File: config.mk
export PLATFORM = sky130hd
export DESIGN_NAME = sector_cache_second_chance_unit_flat
export DESIGN_NICKNAME = d
export VERILOG_FILES = /design/src/hw/rtl/scsc_pkg.sv /design/src/hw/rtl/scsc_req_if.sv /design/src/hw/rtl/scsc_res_if.sv /design/src/hw/rtl/scsc_tag_ram.sv /design/src/hw/rtl/scsc_ctrl.sv /design/src/hw/rtl/sector_cache_second_chance_unit.sv /design/src/flat_wrapper.sv
export VERILOG_INCLUDE_DIRS = /design/src /design/src/hw/rtl
export SDC_FILE = /design/constraint.sdc
export NUM_CORES = 2
export LEC_CHECK = 0
export ABC_AREA = 1
export ABC_CLOCK_PERIOD_IN_PS = 8780
export BUFFER_PORTS_ARGS = -buffer_cell sky130_fd_sc_hd__buf_2
export CORE_ASPECT_RATIO = 1.1
export CORE_MARGIN = 2
export CORE_UTILIZATION = 45
export CTS_BUF_LIST = sky130_fd_sc_hd__clkbuf_16
export DETAILED_ROUTE_END_ITERATION = 10
export SETUP_SLACK_MARGIN = 0.1
export SLEW_MARGIN = 20
export SYNTH_ARGS = -nofsm -noshare
export SYNTH_HDL_FRONTEND = slang
export SYNTH_HIERARCHICAL = 1
export SYNTH_SLANG_ARGS = --single-unit
File: constraint.sdc
create_clock -name clk -period 8.78 [get_ports clk]
set_input_delay 0 -clock clk [delete_from_list [all_inputs] [get_ports clk]]
set_output_delay 0 -clock clk [all_outputs]
set_load 0.02 [all_outputs]
File: src/hw/rtl/assert_macros.svh
// Assertion helpers shared by the RTL.
// All assertions sample on the rising edge of clk.
`ifndef ASSERT_MACROS_SVH
`define ASSERT_MACROS_SVH

// Checked only while out of reset
`define ASSERT_CLK(label, prop, msg) \
    label: assert property (@(posedge clk) disable iff (!rst_n) (prop)) else $error(msg);

// Checked at every edge, including during reset
`define ASSERT_ALWAYS(label, prop, msg) \
    label: assert property (@(posedge clk) (prop)) else $error(msg);

`endif

File: src/hw/rtl/scsc_pkg.sv
package scsc_pkg;

    // Fixed field widths
    localparam int OP_W          = 2;
    localparam int SECTOR_W      = 32;
    localparam int SLOT_W        = 6;
    localparam int SLOTS_DEFAULT = 64;

    // Request operation codes (remaining code is answered with a result word with no hit or write-back)
    typedef enum logic [OP_W-1:0] {
        OP_LOOKUP = 2'd0,
        OP_INSERT = 2'd1,
        OP_FLUSH  = 2'd2
    } op_t;

    // Sequencer states
    typedef enum logic [2:0] {
        ST_IDLE,
        ST_SEARCH,
        ST_SWEEP,
        ST_VREAD,
        ST_VWRITE,
        ST_RESP,
        ST_FL_RD,
        ST_FL_EMIT
    } state_t;

    // Tag RAM access from the sequencer
    typedef struct packed {
        logic                rd_en;
        logic                wr_en;
        logic [SLOT_W-1:0]   addr;
        logic [SECTOR_W-1:0] wdata;
    } ram_req_t;

    // One result word
    typedef struct packed {
        logic                hit;
        logic [SLOT_W-1:0]   slot;
        logic                write_back;
        logic [SECTOR_W-1:0] evicted_sector;
        logic                last;
    } res_t;

endpackage

File: src/hw/rtl/scsc_req_if.sv
interface scsc_req_if;
    import scsc_pkg::*;

    logic                valid;
    logic                ready;
    logic [OP_W-1:0]     op;
    logic [SECTOR_W-1:0] sector;

    modport source (output valid, output op, output sector, input ready);
    modport sink   (input valid, input op, input sector, output ready);

endinterface

File: src/hw/rtl/scsc_res_if.sv
interface scsc_res_if;
    import scsc_pkg::*;

    logic                valid;
    logic                ready;
    logic                hit;
    logic [SLOT_W-1:0]   slot;
    logic                write_back;
    logic [SECTOR_W-1:0] evicted_sector;
    logic                last;

    modport source (output valid, output hit, output slot, output write_back,
                    output evicted_sector, output last, input ready);
    modport sink   (input valid, input hit, input slot, input write_back,
                    input evicted_sector, input last, output ready);

endinterface

File: src/hw/rtl/scsc_tag_ram.sv
module scsc_tag_ram #(
    parameter int SLOTS = scsc_pkg::SLOTS_DEFAULT
) (
    input  logic                          clk,
    input  scsc_pkg::ram_req_t            req,
    output logic [scsc_pkg::SECTOR_W-1:0] rdata
);
    import scsc_pkg::*;

    localparam int IDX_W = $clog2(SLOTS);

    logic [SECTOR_W-1:0] tag_mem [SLOTS];
    logic [SECTOR_W-1:0] rdata_reg;

    // Single port (one address): a write and a registered read per cycle
    always_ff @(posedge clk)
    begin
        if (req.wr_en)
        begin
            tag_mem[req.addr[IDX_W-1:0]] <= req.wdata;
        end
        if (req.rd_en)
        begin
            rdata_reg <= tag_mem[req.addr[IDX_W-1:0]];
        end
    end

    assign rdata = rdata_reg;

endmodule

File: src/hw/rtl/scsc_ctrl.sv
`include "assert_macros.svh"

module scsc_ctrl #(
    parameter int SLOTS = scsc_pkg::SLOTS_DEFAULT
) (
    input  logic                          clk,
    input  logic                          rst_n,
    scsc_req_if.sink                      req,
    output logic                          res_valid,
    output scsc_pkg::res_t                res_o,
    input  logic                          res_ready,
    output scsc_pkg::ram_req_t            ram_req,
    input  logic [scsc_pkg::SECTOR_W-1:0] ram_rdata
);
    import scsc_pkg::*;

    localparam int IDX_W = $clog2(SLOTS);
    localparam int OCC_W = $clog2(SLOTS + 1);
    localparam logic [OCC_W-1:0] OCC_FULL = OCC_W'(SLOTS);
    localparam logic [OCC_W-1:0] OCC_LAST = OCC_W'(SLOTS - 1);

    state_t              state_reg, state_next;
    logic [OCC_W-1:0]    occ_reg, occ_next;
    logic [SLOTS-1:0]    refb_reg, refb_next;
    logic [OCC_W-1:0]    idx_reg, idx_next;
    logic                pend_reg, pend_next;
    logic [IDX_W-1:0]    pidx_reg, pidx_next;
    logic [OP_W-1:0]     op_reg, op_next;
    logic [SECTOR_W-1:0] sector_reg, sector_next;
    logic                rhit_reg, rhit_next;
    logic [IDX_W-1:0]    rslot_reg, rslot_next;
    logic                rwb_reg, rwb_next;
    logic [SECTOR_W-1:0] rsec_reg, rsec_next;
    logic                fl_last;
    logic                last_taken;
    logic                fl_done;

    // Control state
    always_ff @(posedge clk or negedge rst_n)
    begin
        if (!rst_n)
        begin
            state_reg <= ST_IDLE;
            occ_reg   <= '0;
            refb_reg  <= '0;
            pend_reg  <= 1'b0;
        end
        else
        begin
            state_reg <= state_next;
            occ_reg   <= occ_next;
            refb_reg  <= refb_next;
            pend_reg  <= pend_next;
        end
    end

    // Working and result payload
    always_ff @(posedge clk)
    begin
        idx_reg    <= idx_next;
        pidx_reg   <= pidx_next;
        op_reg     <= op_next;
        sector_reg <= sector_next;
        rhit_reg   <= rhit_next;
        rslot_reg  <= rslot_next;
        rwb_reg    <= rwb_next;
        rsec_reg   <= rsec_next;
    end

    assign fl_last = ((idx_reg + OCC_W'(1)) == occ_reg);

    // Sequencer
    always_comb
    begin
        state_next  = state_reg;
        occ_next    = occ_reg;
        refb_next   = refb_reg;
        idx_next    = idx_reg;
        pend_next   = pend_reg;
        pidx_next   = pidx_reg;
        op_next     = op_reg;
        sector_next = sector_reg;
        rhit_next   = rhit_reg;
        rslot_next  = rslot_reg;
        rwb_next    = rwb_reg;
        rsec_next   = rsec_reg;
        ram_req     = '0;
        res_valid   = 1'b0;
        res_o       = '0;
        req.ready   = (state_reg == ST_IDLE);

        case (state_reg)
            ST_IDLE:
            begin
                if (req.valid)
                begin
                    op_next     = req.op;
                    sector_next = req.sector;
                    idx_next    = '0;
                    pend_next   = 1'b0;
                    rhit_next   = 1'b0;
                    rslot_next  = '0;
                    rwb_next    = 1'b0;
                    rsec_next   = '0;
                    case (req.op)
                        OP_LOOKUP, OP_INSERT: state_next = ST_SEARCH;
                        OP_FLUSH:  state_next = (occ_reg == '0) ? ST_RESP : ST_FL_RD;
                        default:   state_next = ST_RESP;
                    endcase
                end
            end

            // Tag search: read slot i while comparing slot i-1
            ST_SEARCH:
            begin
                if (pend_reg && (ram_rdata == sector_reg))
                begin
                    rhit_next  = 1'b1;
                    rslot_next = pidx_reg;
                    pend_next  = 1'b0;
                    state_next = ST_RESP;
                end
                else if (idx_reg < occ_reg)
                begin
                    ram_req.rd_en = 1'b1;
                    ram_req.addr  = SLOT_W'(idx_reg[IDX_W-1:0]);
                    pend_next     = 1'b1;
                    pidx_next     = idx_reg[IDX_W-1:0];
                    idx_next      = idx_reg + OCC_W'(1);
                end
                else if (pend_reg)
                begin
                    pend_next = 1'b0;
                end
                else if (op_reg != OP_INSERT)
                begin
                    state_next = ST_RESP;
                end
                else if (occ_reg < OCC_FULL)
                begin
                    // Fill the next free slot
                    ram_req.wr_en = 1'b1;
                    ram_req.addr  = SLOT_W'(occ_reg[IDX_W-1:0]);
                    ram_req.wdata = sector_reg;
                    refb_next[occ_reg[IDX_W-1:0]] = 1'b1;
                    occ_next   = occ_reg + OCC_W'(1);
                    rslot_next = occ_reg[IDX_W-1:0];
                    state_next = ST_RESP;
                end
                else
                begin
                    idx_next   = '0;
                    state_next = ST_SWEEP;
                end
            end

            // Second-chance sweep from slot 0
            ST_SWEEP:
            begin
                if (!refb_reg[idx_reg[IDX_W-1:0]])
                begin
                    rslot_next = idx_reg[IDX_W-1:0];
                    state_next = ST_VREAD;
                end
                else
                begin
                    refb_next[idx_reg[IDX_W-1:0]] = 1'b0;
                    if (idx_reg == OCC_LAST)
                    begin
                        rslot_next = '0;
                        state_next = ST_VREAD;
                    end
                    else
                    begin
                        idx_next = idx_reg + OCC_W'(1);
                    end
                end
            end

            ST_VREAD:
            begin
                ram_req.rd_en = 1'b1;
                ram_req.addr  = SLOT_W'(rslot_reg);
                state_next    = ST_VWRITE;
            end

            // Victim's old tag is out; replace it
            ST_VWRITE:
            begin
                rsec_next     = ram_rdata;
                rwb_next      = 1'b1;
                ram_req.wr_en = 1'b1;
                ram_req.addr  = SLOT_W'(rslot_reg);
                ram_req.wdata = sector_reg;
                refb_next[rslot_reg] = 1'b1;
                state_next    = ST_RESP;
            end

            ST_RESP:
            begin
                res_valid            = 1'b1;
                res_o.hit            = rhit_reg;
                res_o.slot           = SLOT_W'(rslot_reg);
                res_o.write_back     = rwb_reg;
                res_o.evicted_sector = rsec_reg;
                res_o.last           = 1'b1;
                if (res_ready)
                begin
                    state_next = ST_IDLE;
                end
            end

            ST_FL_RD:
            begin
                ram_req.rd_en = 1'b1;
                ram_req.addr  = SLOT_W'(idx_reg[IDX_W-1:0]);
                state_next    = ST_FL_EMIT;
            end

            // One write-back word per valid slot
            ST_FL_EMIT:
            begin
                res_valid            = 1'b1;
                res_o.slot           = SLOT_W'(idx_reg[IDX_W-1:0]);
                res_o.write_back     = 1'b1;
                res_o.evicted_sector = ram_rdata;
                res_o.last           = fl_last;
                if (res_ready)
                begin
                    if (fl_last)
                    begin
                        refb_next  = '0;
                        occ_next   = '0;
                        state_next = ST_IDLE;
                    end
                    else
                    begin
                        idx_next   = idx_reg + OCC_W'(1);
                        state_next = ST_FL_RD;
                    end
                end
            end

            default:
            begin
                state_next = ST_IDLE;
            end
        endcase
    end

    // Final word of a request handed on
    assign last_taken = res_valid && res_ready && res_o.last;
    assign fl_done    = last_taken && (state_reg == ST_FL_EMIT);

    `ASSERT_CLK(a_occ_bound, occ_reg <= OCC_FULL, "occupancy above slot count")
    `ASSERT_CLK(a_last_idle, last_taken |=> (state_reg == ST_IDLE), "no idle after last word")
    `ASSERT_CLK(a_flush_empty, fl_done |=> (occ_reg == '0 && refb_reg == '0), "flush left entries")

endmodule

File: src/hw/rtl/sector_cache_second_chance_unit.sv
// Second-chance tag and replacement engine for a fully associative sector cache.
// Request channel req carries op (lookup, insert, flush) and a sector number;
// result channel res returns hit, slot, write_back, evicted_sector and last.
// Both use valid/ready; a word moves when both are high at a clock edge.
// One request is in work at a time: req.ready is high only while idle, so the
// next request can be taken in the cycle after the last result word leaves the sequencer.
// Steps per operation, from acceptance to the result word entering the output register:
//   lookup / insert hit or miss: tag search reads
//   one slot per cycle from the single-port tag RAM, compare in the cycle after the read.
//   insert into a full cache: search, then a
//   one-slot-per-cycle reference-bit sweep, victim read and rewrite.
//   flush: one write-back word per valid slot, last on the final (empty cache: one plain last word).
// The output register holds a word until res.ready; while it is full and
// stalled the sequencer waits, and no result is lost or repeated.
// Reset (rst_n low, asynchronous) empties the cache and clears reference bits;
// tag contents are not cleared and only valid slots are ever read.
module sector_cache_second_chance_unit #(
    parameter int SLOTS = scsc_pkg::SLOTS_DEFAULT
) (
    input  logic       clk,
    input  logic       rst_n,
    scsc_req_if.sink   req,
    scsc_res_if.source res
);
    import scsc_pkg::*;

    ram_req_t            ram_req;
    logic [SECTOR_W-1:0] ram_rdata;
    res_t                ctrl_res;
    logic                ctrl_valid;
    logic                stage_ready;
    logic                out_valid_reg;
    res_t                out_reg;

    scsc_ctrl #(.SLOTS(SLOTS)) u_ctrl (
        .clk       (clk),
        .rst_n     (rst_n),
        .req       (req),
        .res_valid (ctrl_valid),
        .res_o     (ctrl_res),
        .res_ready (stage_ready),
        .ram_req   (ram_req),
        .ram_rdata (ram_rdata)
    );

    scsc_tag_ram #(.SLOTS(SLOTS)) u_tag_ram (
        .clk   (clk),
        .req   (ram_req),
        .rdata (ram_rdata)
    );

    // Output register
    assign stage_ready = !out_valid_reg || res.ready;

    always_ff @(posedge clk or negedge rst_n)
    begin
        if (!rst_n)
        begin
            out_valid_reg <= 1'b0;
        end
        else if (stage_ready)
        begin
            out_valid_reg <= ctrl_valid;
        end
    end

    always_ff @(posedge clk)
    begin
        if (stage_ready && ctrl_valid)
        begin
            out_reg <= ctrl_res;
        end
    end

    assign res.valid          = out_valid_reg;
    assign res.hit            = out_reg.hit;
    assign res.slot           = out_reg.slot;
    assign res.write_back     = out_reg.write_back;
    assign res.evicted_sector = out_reg.evicted_sector;
    assign res.last           = out_reg.last;

endmodule
File: src/flat_wrapper.sv
// flat-port wrapper written by rule: the top's interface ports become plain ports
module sector_cache_second_chance_unit_flat import scsc_pkg::*;
#(
    parameter int SLOTS = scsc_pkg::SLOTS_DEFAULT
)
  (clk, rst_n, req_valid, req_op, req_sector, req_ready, res_valid, res_hit, res_slot, res_write_back, res_evicted_sector, res_last, res_ready);
  scsc_req_if req_i ();
  scsc_res_if res_i ();
  input  logic clk;
  input  logic rst_n;
  input wire logic [$bits(req_i.valid)-1:0] req_valid;
  input wire logic [$bits(req_i.op)-1:0] req_op;
  input wire logic [$bits(req_i.sector)-1:0] req_sector;
  output wire logic [$bits(req_i.ready)-1:0] req_ready;
  output wire logic [$bits(res_i.valid)-1:0] res_valid;
  output wire logic [$bits(res_i.hit)-1:0] res_hit;
  output wire logic [$bits(res_i.slot)-1:0] res_slot;
  output wire logic [$bits(res_i.write_back)-1:0] res_write_back;
  output wire logic [$bits(res_i.evicted_sector)-1:0] res_evicted_sector;
  output wire logic [$bits(res_i.last)-1:0] res_last;
  input wire logic [$bits(res_i.ready)-1:0] res_ready;
  assign req_i.valid = req_valid;
  assign req_i.op = req_op;
  assign req_i.sector = req_sector;
  assign req_ready = req_i.ready;
  assign res_valid = res_i.valid;
  assign res_hit = res_i.hit;
  assign res_slot = res_i.slot;
  assign res_write_back = res_i.write_back;
  assign res_evicted_sector = res_i.evicted_sector;
  assign res_last = res_i.last;
  assign res_i.ready = res_ready;
  sector_cache_second_chance_unit #(.SLOTS(SLOTS)) u_core (.clk(clk), .rst_n(rst_n), .req(req_i), .res(res_i));
endmodule
* Yosys cells after proc, flatten, opt, wreduce, memory -nomap -nowiden *
Memory sizes are Yosys's and may differ from the RTL's. A register that Yosys moved wholly into a read port is not among the register bits.
Index checks and enable logic that the tools add are counted.

operators by class
  add/sub/neg operators = 2
  $lt $le $gt $ge = 8
  equal/unequal tests = 34
  muxes and demuxes = 83
  bitwise operators = 5
  reductions and logical operators = 30

operators by type and width
  cell                                                                                  number
  64-bit two-way mux                                                                    8
  64-bit one-hot mux with 4 select lines                                                1
  64-bit bitwise OR                                                                     2
  32-bit one-hot mux with 2 select lines                                                2
  7-bit two-way mux                                                                     17
  39-bit two-way mux                                                                    3
  40-bit one-hot mux with 2 select lines                                                1
  64-bit AND                                                                            1
  32-bit two-way mux                                                                    2
  64-bit inverter                                                                       1
  6-bit two-way mux                                                                     9
  40-bit two-way mux                                                                    1
  6-bit one-hot mux with 3 select lines                                                 2
  3-bit two-way mux                                                                     11
  32-bit == test                                                                        1
  7-bit one-hot mux with 4 select lines                                                 1
  3-bit != test (second input constant)                                                 8
  3-bit one-hot mux with 8 select lines                                                 1
  2-bit != test (second input constant)                                                 11
  6-bit by 7-bit less-than comparator with 1-bit output (second input constant)         3
  1-bit demux with 6-bit select                                                         3
  6-bit by 1-bit greater-or-equal comparator with 1-bit output (second input constant)  3
  7-bit by 1-bit adder with 7-bit output (second input constant)                        2
  7-bit one-hot mux with 2 select lines                                                 1
  other kinds (33)                                                                      67

storage, ports and cells
  bits in registers = 204
  memory bits (writable) = 2048
  input bits = 38
  output and inout bits = 43
  word-level logic and storage cells = 181
  memories kept = 1

memory list
  name                      depth  width  rd ports  clocked after Yosys merged registers in  wr ports  line                source
  u_core.u_tag_ram.tag_mem  64     32     1         1                                        1         scsc_tag_ram.sv:12  logic [SECTOR_W-1:0] tag_mem [SLOTS];

* Longest topological paths before layout *
  word-level depth = 11
  gate-level depth with buffers = 28
  gate-level depth less buffers = 24

* Cells and area by module *
Netlist, hierarchy kept.

modules (own cells, without submodules)
  module                           instances  cells an instance  area each (um2)  seq. area each (um2)
  scsc_tag_ram                     1          8444               86982.2          62459.9
  scsc_ctrl                        1          1516               11109.4          4489.3
  sector_cache_second_chance_unit  1          47                 1276.2           1256.2

* Worst setup path before layout *
No wires, ideal clock.

  path type = flip-flop to flip-flop
  from = register u_core.u_ctrl.occ_reg[4]
  to = memory u_core.u_tag_ram.tag_mem[55][0] (enable)
  setup time = 502 ps
  data arrival time = 5848 ps
  path slack = 2430 ps
  cell stages (with the launch flop) = 19
  path through = dfrtp_1 > clkbuf_1 > inv_1 > ha_1 > a21oi_1 > nor2_1 > a211oi_1 > nand2_1 > nor2_1 > nand2_1 > o21ai_1 > nand2_1 > o211ai_1 > buf_2 > inv_2 > buf_4 > buf_4 > buf_4 > nor4_1

RTL lines
  element                   line                source
  start: declaration        scsc_ctrl.sv:23     logic [OCC_W-1:0] occ_reg, occ_next;
  start signal: assignment  scsc_ctrl.sv:51     occ_reg <= occ_next;
  end: declaration          scsc_tag_ram.sv:12

==> results.ini <==
[pwr]
p_leak_nw=46.11
vdd_ir_drop_max_mv=0.3259
p_total_mw=39.51
power.density_nw_per_um2=355.3

[die]
row_count=180
chipHeight_um=496.8
core-area_um2=219100
die_area_um2=224600
pin_count=81
start_util_pct=45.35
fp.dieW_um=452.0

[clocking]
numCtsBuffers=225
htreeDepth=4
cts.clk_slew.worst_paths_ns=0.06
clockBufferDepth=3
clkLatencyLatePin_ns=0.89
cts_tree=done
cts_setup_buffers=0
clock-root-buffer=clkbuf_16
cts-hold-fix-buffers=73
cts_resized=0
cts_sinks=2284

[place]
dp_hpwl_um=167800
place_ws_ns=2.737
routabilityCongestion=0.9223
io_buffers=80

[setup_path]
max_stage_delay_ns=0.77
slowest_stage=buf_4
cpMostUsedCell=nand2_1
cp.required_ns=9.51
crit_path_max_fanout=140
crit_type=reg -> reg
start_kind=flop
rr_worst_depth=27
crit_arrival_ns=7.13
crit_path_end_kind=flop

[drt]
vias=70640
route.detailed.drc=0
routedWlPerCell_um=22.72
dr.first_iter.drc_count=8634
wl_um=299200
drtAntennaViolNets=0
avgViaCountPerCell=5.365
firstDrtPassIters=6

[sta]
rsz0062_at_grt=no
worst_pin_slew_ns=1.175
clock_skew_ns=0.05217
max_freq_mhz=156.4
worst_slack_ns=2.387
drv_slew=0
setup_violations=0
max_slew_margin_pct=21.64
fin_tns_setup_ns=0
finalCriticalPeriod_ns=6.393
fin_crit_sh_pct=72.81
hold_violations=0

[global_route]
grt_pass1_vias=67060
grt_antenna_before_repair=13
gr-usage-all-layers_pct=26.22
overflow=0
grt_max_degree=163
grt_pass1_wl_um=440900

[job]
cap_violations=0

[final_layout]
final_common_cell=nand2_1
largest_reg_flops=2048
area_growth_pct=11.91
layout_common_cells=6191 x nand2_1, 2208 x edfxtp_1, 227 x clkbuf_16, 202 x inv_1, 176 x nor2_1
nets=10120
drive_gt1_share_pct=7.424

[logic_synthesis]
synth_async_sr_flop_share_pct=3.327
yosys_warnings=6
synthFlopType=edfxtp_1
yosysUniqueCellTypes=40
synthesis.area_um2=99370
syn_area_per_cell_um2=9.930
synth-edff-count=2208
ys_ff_latch=2284
ys_seq_area_share_pct=68.64
synth_cells=10010
synth_nets=10060

[min_path]
hp-class=in -> reg
holdPathStages=4

[outcome]
status=complete, no violations

## per-layer routing
layer / global-route usage, % / wire length (um) / up-vias
met1: 37.26 / 125400 / 34290
met5: 0 / 13 / -
met4: 10.08 / 11390 / 2
li1: - / - / 32700
met3: 3.817 / 26200 / 486
met2: 40.80 / 136200 / 3155
## power breakdown
| group | internal [mW] | switching (mW) |
|---|---|---|
| clock | 4.98 | 4.14 |
| combinational | 3.71 | 12.6 |
| sequential | 13.6 | 0.454 |
| total | 22.3 | 17.2 |
## cells in the mapped netlist (2+ instances only)
| library cell | number | area (um2) |
|---|---|---|
| nand3_2 | 3 | 30.03 |
| o21ai_0 | 169 | 845.8 |
| o21a_1 | 46 | 345.3 |
| a21oi_1 | 38 | 190.2 |
| inv_1 | 156 | 585.6 |
| dfrtp_1 | 76 | 1902 |
| clkbuf_1 | 198 | 743.2 |
| or2_2 | 11 | 68.82 |
| nor3_2 | 8 | 80.08 |
| buf_4 | 82 | 615.6 |
| o22ai_1 | 62 | 387.9 |
| a32oi_1 | 2 | 17.52 |
| nand2_1 | 6193 | 23250 |
| xor2_1 | 2 | 17.52 |
| o21ai_2 | 60 | 525.5 |
| edfxtp_1 | 2208 | 66300 |
| buf_1 | 37 | 138.9 |
| ha_1 | 10 | 125.1 |
| nand3_1 | 101 | 505.5 |
| nor2_1 | 237 | 889.6 |
| o21bai_1 | 2 | 15.01 |
| nor2_2 | 5 | 31.28 |
| and2_0 | 16 | 100.1 |
| inv_2 | 14 | 52.55 |
| nor3_1 | 25 | 125.1 |
| xnor2_1 | 9 | 78.83 |
| o211ai_1 | 13 | 97.59 |
| buf_6 | 18 | 202.7 |
| a21boi_0 | 9 | 67.56 |
| o21ai_1 | 9 | 45.04 |
| nand4_1 | 12 | 75.07 |
| buf_2 | 168 | 840.8 |
## worst max-delay path: cells and delay by family (launching register included)
kind,cells,cell delay (ns)
compound gates,1,0.17
simple gates,20,2.49
buf+inv,6,2.36
flops,1,0.68
## worst paths after layout
kind,from,slack [ns],end
worst min-delay path,req_valid,0.07,u_core/u_ctrl/rhit_reg
worst max-delay path,u_core/u_tag_ram/rdata[28],2.39,u_core/u_tag_ram/rdata[11]
worst max register to register,u_core/u_tag_ram/rdata[28],2.39,u_core/u_tag_ram/rdata[11]
max in group asynchronous,rst_n,7.85,u_core/u_ctrl/refb_reg[57]
min in group asynchronous,rst_n,0.19,u_core/u_ctrl/refb_reg[28]
worst min register to register,u_core/u_ctrl/refb_reg[47],0.51,u_core/u_ctrl/refb_reg[47]
## final cells by class
type / count / area (um2)
Multi-Input combinational cell: 7049 / 28890
Antenna cell: 5 / 12.51
Fill cell: 19430 / 107900
Clock inverter: 182 / 1166
Clock buffer: 227 / 5680
Timing Repair Buffer: 338 / 2943
Sequential cell: 2284 / 68210
Tap cell: 2912 / 3643
Inverter: 170 / 660.6
## cells by family (layout without fill, tap and decap cells)
| kind of cell | Yosys count | in the layout | synth area share, % |
|---|---|---|---|
| simple gates | 6615 | 6615 | 25.35 |
| other cells | 0 | 5 | 0 |
| fa+ha+maj | 10 | 10 | 0.1259 |
| xor+xnor | 11 | 11 | 0.09696 |
| buf+inv | 674 | 917 | 3.215 |
| flops | 2284 | 2284 | 68.64 |
| compound gates | 413 | 413 | 2.575 |
## metrics by stage
step / utilization (%) / instances / hold slack (ns) / area [um2]
5_1_grt: 50.74 / 13160 / 0.05015 / 111200
6_report: 50.75 / 13170 / 0.06501 / 111200
2_1_floorplan: - / 10010 / -0.2956 / 99370
3_5_place_dp: 47.19 / 12670 / -0.04196 / 103400
3_3_place_gp: 47.15 / 12670 / -0.04703 / 103300
4_1_cts: 50.66 / 13160 / 0.006255 / 111000
No activity file was read; power rests on OpenSTA's default activity.
